### src/hdl/ycbcr_to_rgb_pixel_converter_assert.svh
// Assertion macros shared by the converter modules.
// Each macro expects i_clk and i_rst_n in the scope where it is used.
`ifndef YCBCR_TO_RGB_PIXEL_CONVERTER_ASSERT_SVH
`define YCBCR_TO_RGB_PIXEL_CONVERTER_ASSERT_SVH

// Condition must hold at every clock edge outside reset.
`define YCRGB_ASSERT_ALWAYS(name, expr, msg) \
    name: assert property (@(posedge i_clk) disable iff (!i_rst_n) (expr)) \
        else $error(msg);

// Consequent must hold in the same cycle as the antecedent.
`define YCRGB_ASSERT_IMP(name, ante, cons, msg) \
    name: assert property (@(posedge i_clk) disable iff (!i_rst_n) (ante) |-> (cons)) \
        else $error(msg);

// Consequent must hold in the cycle after the antecedent.
`define YCRGB_ASSERT_NEXT(name, ante, cons, msg) \
    name: assert property (@(posedge i_clk) disable iff (!i_rst_n) (ante) |=> (cons)) \
        else $error(msg);

`endif

### src/hdl/ycrgb_pkg.sv
// Shared types and constants for the YCbCr to RGB converter.
// No dependencies; imported by every module of the block.
package ycrgb_pkg;

    localparam int COUNT_BITS = 12;
    localparam int REG_W      = 12;
    localparam int CMP_W      = (COUNT_BITS + 1 > REG_W) ? COUNT_BITS + 1 : REG_W;
    localparam int PAD_W      = 2;

    // Signed Q13 coefficients
    localparam int COEF_W = 16;
    localparam logic signed [COEF_W-1:0] K_Y   = 16'sh253F;
    localparam logic signed [COEF_W-1:0] K_CRR = 16'sh3312;
    localparam logic signed [COEF_W-1:0] K_CRG = 16'shE5FC;
    localparam logic signed [COEF_W-1:0] K_CBG = 16'shF37E;
    localparam logic signed [COEF_W-1:0] K_CBB = 16'sh4093;

    localparam int SAMPLE_W  = 9;
    localparam int PROD_W    = COEF_W + SAMPLE_W;
    localparam int ACC_W     = PROD_W + 2;
    localparam int FRAC_BITS = 13;

    localparam int Q_DEPTH = 4;
    localparam int Q_PTR_W = $clog2(Q_DEPTH);
    localparam int Q_CNT_W = $clog2(Q_DEPTH + 1);

    typedef enum logic [0:0] {
        CFG_ROW_WIDTH = 1'b0,
        CFG_ROW_COUNT = 1'b1
    } t_cfg_idx;

    typedef struct packed {
        logic [7:0]       luma;
        logic [7:0]       blue_chroma;
        logic [7:0]       red_chroma;
        logic [PAD_W-1:0] pad_bytes;
        logic             row_end;
        logic             frame_end;
    } t_pix_item;

    typedef struct packed {
        logic full;
        logic avail;
    } t_q_stat;

    // Floor divide by 2^13 and clamp to 0..255.
    function automatic logic [7:0] scale_clamp(input logic signed [ACC_W-1:0] acc);
        logic signed [ACC_W-FRAC_BITS-1:0] q;
        q = acc[ACC_W-1:FRAC_BITS];
        if (q < 0) begin
            return 8'd0;
        end else if (q > 255) begin
            return 8'd255;
        end
        return q[7:0];
    endfunction

endpackage

### src/hdl/ycrgb_front.sv
// Front end: accepts pixels, tracks column and row, tags row and frame end.
// Holds the configuration registers. Depends on ycrgb_pkg and the assert header.
`include "ycbcr_to_rgb_pixel_converter_assert.svh"

module ycrgb_front
    import ycrgb_pkg::*;
(
    input  logic             i_clk,
    input  logic             i_rst_n,
    input  logic             i_cfg_we,
    input  logic [0:0]       i_cfg_index,
    input  logic [REG_W-1:0] i_cfg_data,
    input  logic             i_valid,
    output logic             o_stall,
    input  logic [7:0]       i_luma,
    input  logic [7:0]       i_blue_chroma,
    input  logic [7:0]       i_red_chroma,
    input  t_q_stat          i_q_stat,
    output logic             o_push,
    output t_pix_item        o_item
);

    logic [REG_W-1:0]      r_row_width, n_row_width;
    logic [REG_W-1:0]      r_row_count, n_row_count;
    logic [COUNT_BITS-1:0] r_col, n_col;
    logic [COUNT_BITS-1:0] r_row, n_row;
    logic                  accept;
    logic                  last_col;
    logic                  last_row;

    assign o_stall  = i_q_stat.full;
    assign accept   = i_valid && !i_q_stat.full;
    assign last_col = (CMP_W'(r_col) + CMP_W'(1)) >= CMP_W'(r_row_width);
    assign last_row = (CMP_W'(r_row) + CMP_W'(1)) >= CMP_W'(r_row_count);

    assign o_push                = accept;
    assign o_item.luma           = i_luma;
    assign o_item.blue_chroma    = i_blue_chroma;
    assign o_item.red_chroma     = i_red_chroma;
    assign o_item.pad_bytes      = last_col ? r_row_width[PAD_W-1:0] : '0;
    assign o_item.row_end        = last_col;
    assign o_item.frame_end      = last_col && last_row;

    always_comb begin
        n_row_width = r_row_width;
        n_row_count = r_row_count;
        if (i_cfg_we) begin
            unique case (t_cfg_idx'(i_cfg_index))
                CFG_ROW_WIDTH: n_row_width = i_cfg_data;
                CFG_ROW_COUNT: n_row_count = i_cfg_data;
            endcase
        end
    end

    always_comb begin
        n_col = r_col;
        n_row = r_row;
        if (accept) begin
            if (!last_col) begin
                n_col = r_col + COUNT_BITS'(1);
            end else begin
                n_col = '0;
                n_row = last_row ? '0 : r_row + COUNT_BITS'(1);
            end
        end
    end

    always_ff @(posedge i_clk) begin
        if (!i_rst_n) begin
            r_row_width <= REG_W'(1);
            r_row_count <= REG_W'(1);
            r_col       <= '0;
            r_row       <= '0;
        end else begin
            r_row_width <= n_row_width;
            r_row_count <= n_row_count;
            r_col       <= n_col;
            r_row       <= n_row;
        end
    end

    `YCRGB_ASSERT_NEXT(a_col_wrap, accept && last_col, r_col == '0, "column not cleared at row end")
    `YCRGB_ASSERT_NEXT(a_row_wrap, accept && last_col && last_row, r_row == '0, "row not cleared at frame end")

endmodule

### src/hdl/ycrgb_queue.sv
// Four-entry queue of tagged pixels between the front and back ends.
// Depends on ycrgb_pkg and the assert header.
`include "ycbcr_to_rgb_pixel_converter_assert.svh"

module ycrgb_queue
    import ycrgb_pkg::*;
(
    input  logic      i_clk,
    input  logic      i_rst_n,
    input  logic      i_push,
    input  t_pix_item i_item,
    input  logic      i_pop,
    output t_pix_item o_item,
    output t_q_stat   o_stat
);

    t_pix_item            r_mem [Q_DEPTH];
    logic [Q_PTR_W-1:0]   r_wr_ptr, n_wr_ptr;
    logic [Q_PTR_W-1:0]   r_rd_ptr, n_rd_ptr;
    logic [Q_CNT_W-1:0]   r_count, n_count;

    assign o_item       = r_mem[r_rd_ptr];
    assign o_stat.full  = (r_count == Q_CNT_W'(Q_DEPTH));
    assign o_stat.avail = (r_count != '0);

    always_comb begin
        n_wr_ptr = i_push ? r_wr_ptr + Q_PTR_W'(1) : r_wr_ptr;
        n_rd_ptr = i_pop  ? r_rd_ptr + Q_PTR_W'(1) : r_rd_ptr;
        n_count  = r_count;
        if (i_push && !i_pop) begin
            n_count = r_count + Q_CNT_W'(1);
        end else if (i_pop && !i_push) begin
            n_count = r_count - Q_CNT_W'(1);
        end
    end

    always_ff @(posedge i_clk) begin
        if (i_push) begin
            r_mem[r_wr_ptr] <= i_item;
        end
    end

    always_ff @(posedge i_clk) begin
        if (!i_rst_n) begin
            r_wr_ptr <= '0;
            r_rd_ptr <= '0;
            r_count  <= '0;
        end else begin
            r_wr_ptr <= n_wr_ptr;
            r_rd_ptr <= n_rd_ptr;
            r_count  <= n_count;
        end
    end

    `YCRGB_ASSERT_IMP(a_no_overflow, i_push, r_count != Q_CNT_W'(Q_DEPTH), "push into full queue")
    `YCRGB_ASSERT_IMP(a_no_underflow, i_pop, r_count != '0, "pop from empty queue")
    `YCRGB_ASSERT_ALWAYS(a_count_max, r_count <= Q_CNT_W'(Q_DEPTH), "queue count out of range")

endmodule

### src/hdl/ycrgb_back.sv
// Back end: Q13 multiplies, sum, floor shift and clamp, output register.
// Two register stages with per-stage valid; depends on ycrgb_pkg.
module ycrgb_back
    import ycrgb_pkg::*;
(
    input  logic             i_clk,
    input  logic             i_rst_n,
    input  t_q_stat          i_q_stat,
    input  t_pix_item        i_item,
    output logic             o_pop,
    output logic             o_valid,
    input  logic             i_stall,
    output logic [7:0]       o_blue,
    output logic [7:0]       o_green,
    output logic [7:0]       o_red,
    output logic [PAD_W-1:0] o_pad_bytes,
    output logic             o_row_end,
    output logic             o_frame_end
);

    logic signed [SAMPLE_W-1:0] y, cb, cr;
    logic signed [PROD_W-1:0]   r_p_y, r_p_cbb, r_p_crr, r_p_crg, r_p_cbg;
    logic [PAD_W-1:0]           r_s1_pad;
    logic                       r_s1_row_end, r_s1_frame_end;
    logic                       r_s1_valid;
    logic                       r_o_valid;
    logic                       out_ready;
    logic                       s1_take;
    logic signed [ACC_W-1:0]    acc_b, acc_g, acc_r;

    assign out_ready = !r_o_valid || !i_stall;
    assign s1_take   = !r_s1_valid || out_ready;
    assign o_pop     = i_q_stat.avail && s1_take;
    assign o_valid   = r_o_valid;

    assign y  = $signed({1'b0, i_item.luma}) - 9'sd16;
    assign cb = $signed({1'b0, i_item.blue_chroma}) - 9'sd128;
    assign cr = $signed({1'b0, i_item.red_chroma}) - 9'sd128;

    assign acc_b = ACC_W'(r_p_y) + ACC_W'(r_p_cbb);
    assign acc_g = ACC_W'(r_p_y) + ACC_W'(r_p_crg) + ACC_W'(r_p_cbg);
    assign acc_r = ACC_W'(r_p_y) + ACC_W'(r_p_crr);

    // Stage 1: products
    always_ff @(posedge i_clk) begin
        if (o_pop) begin
            r_p_y          <= K_Y * y;
            r_p_cbb        <= K_CBB * cb;
            r_p_crr        <= K_CRR * cr;
            r_p_crg        <= K_CRG * cr;
            r_p_cbg        <= K_CBG * cb;
            r_s1_pad       <= i_item.pad_bytes;
            r_s1_row_end   <= i_item.row_end;
            r_s1_frame_end <= i_item.frame_end;
        end
    end

    // Stage 2: sum, scale and clamp into the output register
    always_ff @(posedge i_clk) begin
        if (r_s1_valid && out_ready) begin
            o_blue      <= scale_clamp(acc_b);
            o_green     <= scale_clamp(acc_g);
            o_red       <= scale_clamp(acc_r);
            o_pad_bytes <= r_s1_pad;
            o_row_end   <= r_s1_row_end;
            o_frame_end <= r_s1_frame_end;
        end
    end

    always_ff @(posedge i_clk) begin
        if (!i_rst_n) begin
            r_s1_valid <= 1'b0;
            r_o_valid  <= 1'b0;
        end else begin
            if (s1_take) begin
                r_s1_valid <= i_q_stat.avail;
            end
            if (out_ready) begin
                r_o_valid <= r_s1_valid;
            end
        end
    end

endmodule

### src/hdl/ycbcr_to_rgb_pixel_converter.sv
// YCbCr to RGB pixel converter (BT.601 video range, Q13 coefficients, clamp to 0..255).
// Takes one pixel per clock while o_stall is low and returns one RGB result per pixel
// in order, tagged with row end, frame end and the BMP row padding byte count
// (row_width mod 4 at row end). Sustained rate is one pixel per clock while i_stall is
// low, set by the two-stage multiply and clamp pipeline. A four-entry queue between
// the counters and the arithmetic absorbs output stalls, so input stall rises only
// once that queue is full. Write row_width (index 0) and row_count (index 1) only
// while the block is idle; both reset to 1; 0 behaves as 1, but row_width 0 tags pad 0.
// Depends on ycrgb_pkg, ycrgb_front, ycrgb_queue and ycrgb_back.
module ycbcr_to_rgb_pixel_converter
    import ycrgb_pkg::*;
(
    input  logic             i_clk,
    input  logic             i_rst_n,
    input  logic             i_cfg_we,
    input  logic [0:0]       i_cfg_index,
    input  logic [REG_W-1:0] i_cfg_data,
    input  logic             i_valid,
    output logic             o_stall,
    input  logic [7:0]       i_luma,
    input  logic [7:0]       i_blue_chroma,
    input  logic [7:0]       i_red_chroma,
    output logic             o_valid,
    input  logic             i_stall,
    output logic [7:0]       o_blue,
    output logic [7:0]       o_green,
    output logic [7:0]       o_red,
    output logic [PAD_W-1:0] o_pad_bytes,
    output logic             o_row_end,
    output logic             o_frame_end
);

    t_q_stat   q_stat;
    t_pix_item push_item;
    t_pix_item head_item;
    logic      push;
    logic      pop;

    ycrgb_front u_front (
        .i_clk         (i_clk),
        .i_rst_n       (i_rst_n),
        .i_cfg_we      (i_cfg_we),
        .i_cfg_index   (i_cfg_index),
        .i_cfg_data    (i_cfg_data),
        .i_valid       (i_valid),
        .o_stall       (o_stall),
        .i_luma        (i_luma),
        .i_blue_chroma (i_blue_chroma),
        .i_red_chroma  (i_red_chroma),
        .i_q_stat      (q_stat),
        .o_push        (push),
        .o_item        (push_item)
    );

    ycrgb_queue u_queue (
        .i_clk   (i_clk),
        .i_rst_n (i_rst_n),
        .i_push  (push),
        .i_item  (push_item),
        .i_pop   (pop),
        .o_item  (head_item),
        .o_stat  (q_stat)
    );

    ycrgb_back u_back (
        .i_clk       (i_clk),
        .i_rst_n     (i_rst_n),
        .i_q_stat    (q_stat),
        .i_item      (head_item),
        .o_pop       (pop),
        .o_valid     (o_valid),
        .i_stall     (i_stall),
        .o_blue      (o_blue),
        .o_green     (o_green),
        .o_red       (o_red),
        .o_pad_bytes (o_pad_bytes),
        .o_row_end   (o_row_end),
        .o_frame_end (o_frame_end)
    );

endmodule
### config.mk
export PLATFORM = sky130hd
export DESIGN_NAME = ycbcr_to_rgb_pixel_converter
export DESIGN_NICKNAME = d
export VERILOG_FILES = /design/src/hdl/ycrgb_pkg.sv /design/src/hdl/ycrgb_front.sv /design/src/hdl/ycrgb_queue.sv /design/src/hdl/ycrgb_back.sv /design/src/hdl/ycbcr_to_rgb_pixel_converter.sv
export VERILOG_INCLUDE_DIRS = /design/src /design/src/hdl
export SDC_FILE = /design/constraint.sdc
export NUM_CORES = 1
export LEC_CHECK = 0
export BUFFER_PORTS_ARGS = -buffer_cell sky130_fd_sc_hd__buf_2
export CAP_MARGIN = 40
export CORE_UTILIZATION = 45
export DETAILED_ROUTE_END_ITERATION = 8
export MAX_ROUTING_LAYER = met4
export SLEW_MARGIN = 20
export SYNTH_ARGS = -nofsm -noshare
export SYNTH_HDL_FRONTEND = slang
export SYNTH_SLANG_ARGS = --single-unit
### constraint.sdc
create_clock -name i_clk -period 11.4 [get_ports i_clk]
set_input_delay 0 -clock i_clk [delete_from_list [all_inputs] [get_ports i_clk]]
set_output_delay 0 -clock i_clk [all_outputs]
set_load 0.03 [all_outputs]
==> results.txt <==
- Dividing the detail-routed via count by the number of cells gives between 5 and 6.
* Clock period minus worst slack: about 7100 ps
- Synthesized Nets: around 2800
- The startpoint identified for the worst hold timing path is i_valid.
- After floorplanning, the core was sized to cover approximately 0.054 mm^2.
- Post-synth cell types: 68
* Clock Skews: about 28 ps
- Sequential area share after synthesis: a little over a third
- Share of post-route cells with drive strength above 1: under 10%
- For the worst-skew pair, the clock arrives at the later sink with an insertion delay of 570 ps.
* NumNets Final: 2933
- Vias in the first global route: approximately 17000
- The count of endpoints failing hold in the final timing report is 0.
- In this run the critical register-to-register path is captured at u_back.r_p_y[22]$_DFFE_PP_.
* Wire length reported by the detailed router: around 52 mm
* Highest fanout seen on the critical path: 28
* Final global-route overflow total: 0
- Headroom to the max-slew limit came out at roughly 46%.
* Largest net degree at the start of global routing: 59
- Antenna violations before repair: 0
- The die is between 200 and 250 um wide.
- The number of slew-limit violations in the final report came to 0.
* CP Launch Type: flop
- CTS H-tree depth: 2
* Synthesized instance count: around 2200
- The first detailed-routing pass took 6 iterations.
- In the layout the commonest cells are ha_1, inv_1, edfxtp_1.
* Critical Path Sink Type: flop
- Initial DRC count: around 720
* Number of flops mapped to enable cells by yosys: ~260
* Tot GR Track Use: roughly a fifth
- Worst hold path stage count: 4
- For the worst flop-to-flop path, the logic depth is 24.
* Unrepaired setup endpoints after global routing: false
- For hold timing, the worst endpoint is u_front.r_col[11]$_SDFFE_PN0P_.
- Global-route wire length before repair: about 85 mm
- Dividing the synthesized area by the synthesized cell count gives around 11 um^2.
- In this run the remaining antenna-violating nets after routing total 0.
- The repair_antennas step left the layout with diodes totalling 0.
- Max-cap violations in this run came to 0.
* Total negative setup slack: 0 ps
* Post-synthesis sequential element count: between 300 and 400
* Routability cong.: between 0.8 and 0.9
- After detailed routing, the number of remaining DRC violations is 0.
- Die Span Y: 237 um
- Clock-pin slew on the worst setup and hold paths: around 60 ps
- After detailed routing, the average wire length per cell comes to between 15 and 20 um.
* Class of the tightest hold or removal check: in2reg
- YS warnings: 0
- Detail Placement HPWL: roughly 41 mm
- # setup viols final: 0
* Number of instances resized during post-cts repair: 0
* Number of I/O port buffers: between 70 and 80
* Async S/R FF share, synth: 0%
* Count of filler cells inserted in the layout: 4840
- Number of buffers added by the clock tree synthesis step: 38
- I/O pins: 72
- Clock tree synthesis selected as its root buffer the cell clkbuf_16.
- The die covers roughly 0.056 mm^2.
* Critical path data required time: approximately 12000 ps
- TritonCTS built the clock tree.
- Among all flip-flop cells after synthesis, the most frequent one is edfxtp_1.
- The flow ran to the end, and the final reports show no timing, DRC or antenna violations.
* Clock sink count: between 300 and 400
- Starting utilization of the core area: between 40% and 50%
- Period Utilization, post-route: between 60% and 70%
* Site row count: between 80 and 90
- Startpoint-to-endpoint class of the critical path: reg2reg
- Highest achievable clock rate: about 140 MHz
* Area added between synthesis and finish: 11.8%
* Data arrival time of the critical path: 7550 ps
* Cell area after synthesis: ~0.025 mm^2
- Worst slew pin tran: just under 800 ps
* Slack of the worst reg-to-reg path: ~4300 ps
* Maximum count of clock buffers along a single path: 3
- Total number of vias: around 16000
- Commonest non-fill, non-tap cell in the layout: ha_1
-- critical path, cell delays in order (launching register included) --
cell       delay [ps]
dfxtp_2           310
buf_4             490
mux4_2            640
inv_1             190
ha_1              240
xor2_1            430
inv_1             210
ha_1              260
inv_1              90
ha_1              120
inv_1              50
fa_1              520
inv_1              50
fa_1              470
ha_1              310
ha_1              340
o21a_1            200
o21ai_0           210
a21oi_1            80
a2111oi_0         750
o31ai_1           260
o211a_1           260
o21ai_0           200
a21oi_1           100
a31oi_1           160
-- cells by family (layout without fill, tap and decap cells) --
logic type      count (synthesis)  in the layout  synth area share (%)
fa+ha+maj                     582            582                  33.9
mux                            40             40                  3.05
xor+xnor                      134            134                  4.72
simple gates                  407            407                  8.26
buf+inv                       348            518                  5.26
compound gates                343            343                  9.31
flops                         314            314                  35.5
-- cell usage after synthesis, types with 6 or more instances --
cell / instances / area share (%)
ha_1: 430 / 22
inv_1: 321 / 4.8
edfxtp_1: 255 / 31
fa_1: 152 / 12
nand2_1: 112 / 1.7
a21oi_1: 95 / 1.9
xnor2_1: 89 / 3.1
nor2_1: 69 / 1.0
dfxtp_1: 59 / 4.7
o21ai_0: 51 / 1.0
a21boi_0: 46 / 1.4
xor2_1: 45 / 1.6
a21o_1: 37 / 1.1
nand3_1: 36 / 0.72
nor3_1: 31 / 0.62
mux4_2: 28 / 2.5
and3_1: 25 / 0.63
nor2b_1: 25 / 0.63
clkbuf_1: 23 / 0.35
and2_1: 20 / 0.50
nand2b_1: 18 / 0.45
or3_1: 17 / 0.43
a31oi_1: 15 / 0.38
nand3b_1: 15 / 0.45
o21a_1: 15 / 0.45
o21bai_1: 12 / 0.36
nand4_1: 10 / 0.25
nor3b_1: 10 / 0.30
or2_2: 10 / 0.25
a211oi_1: 8 / 0.24
mux2_1: 6 / 0.27
mux2i_1: 6 / 0.24
-- state kept, by name, summed over array words and instances (netlist names), 2 cells and up, named ones only --
register,cells
u_back.o_blue,8
u_back.o_green,8
u_back.o_pad_bytes,2
u_back.o_red,8
u_back.r_p_cbb,25
u_back.r_p_cbg,19
u_back.r_p_crg,20
u_back.r_p_crr,23
u_back.r_p_y,24
u_back.r_s1_pad,2
u_front.r_col,12
u_front.r_row,12
u_front.r_row_count,12
u_front.r_row_width,12
u_queue.r_count,3
u_queue.r_mem,112
u_queue.r_rd_ptr,2
u_queue.r_wr_ptr,2
-- repair_timing --
action	CTS	global route
setup buffers	0	0
hold endpoints to repair	126	18
hold buffers	41	1
-- how the worst max path moves through the flow --
stage / startpoint / end / slack (ps) / depth (start not counted)
2_1_floorplan: u_back.r_s1_valid$_SDFFE_PN0N_ / u_queue.r_count[2]$_SDFFE_PN0P_ / 3210 / 8
3_3_place_gp: flop / u_back.r_p_y[22]$_DFFE_PP_ / 4470 / 24
3_5_place_dp: flop / u_back.r_p_y[22]$_DFFE_PP_ / 4300 / 24
4_1_cts: flop / u_back.r_p_y[22]$_DFFE_PP_ / 4260 / 24
5_1_grt: flop / u_back.r_p_y[22]$_DFFE_PP_ / 3650 / 24
6_report: flop / u_back.r_p_y[22]$_DFFE_PP_ / 4260 / 24
-- metal layers --
metal	vias to the layer above	share of wire, %	track usage, %
met3	68	3.3	2.46
met1	7719	47	25.8
met5	-	0	-
met2	188	48	32.6
li1	7900	-	-
met4	0	2.1	5.16
-- per-stage QoR --
stage	utilization (%)	area [um^2]	cells	setup slack [ps]	hold slack [ps]
after global placement	48.1	26100	2918	4470	212
after floorplan	-	24900	2168	3210	98.9
after CTS	51.2	27800	3032	4260	5.60
after detailed placement	48.2	26100	2922	4300	219
after global routing	51.3	27800	3034	3650	117
final	51.3	27800	3034	4260	84.7
-- layout make-up --
| type | instances | area [um^2] | area share, % |
|---|---|---|---|
| repair buffers | 127 | 920 | 3.31 |
| inverters | 322 | 1210 | 4.35 |
| clock inverters | 15 | 191 | 0.689 |
| clock buffers | 54 | 1020 | 3.67 |
| multi-input cells | 1506 | 14700 | 53.1 |
| flip-flops and latches | 314 | 8840 | 31.8 |
| well taps | 696 | 871 | 3.13 |
Power is not shown: default switching activity piles up to over one toggle a cycle in this logic, so the estimate is an artifact.
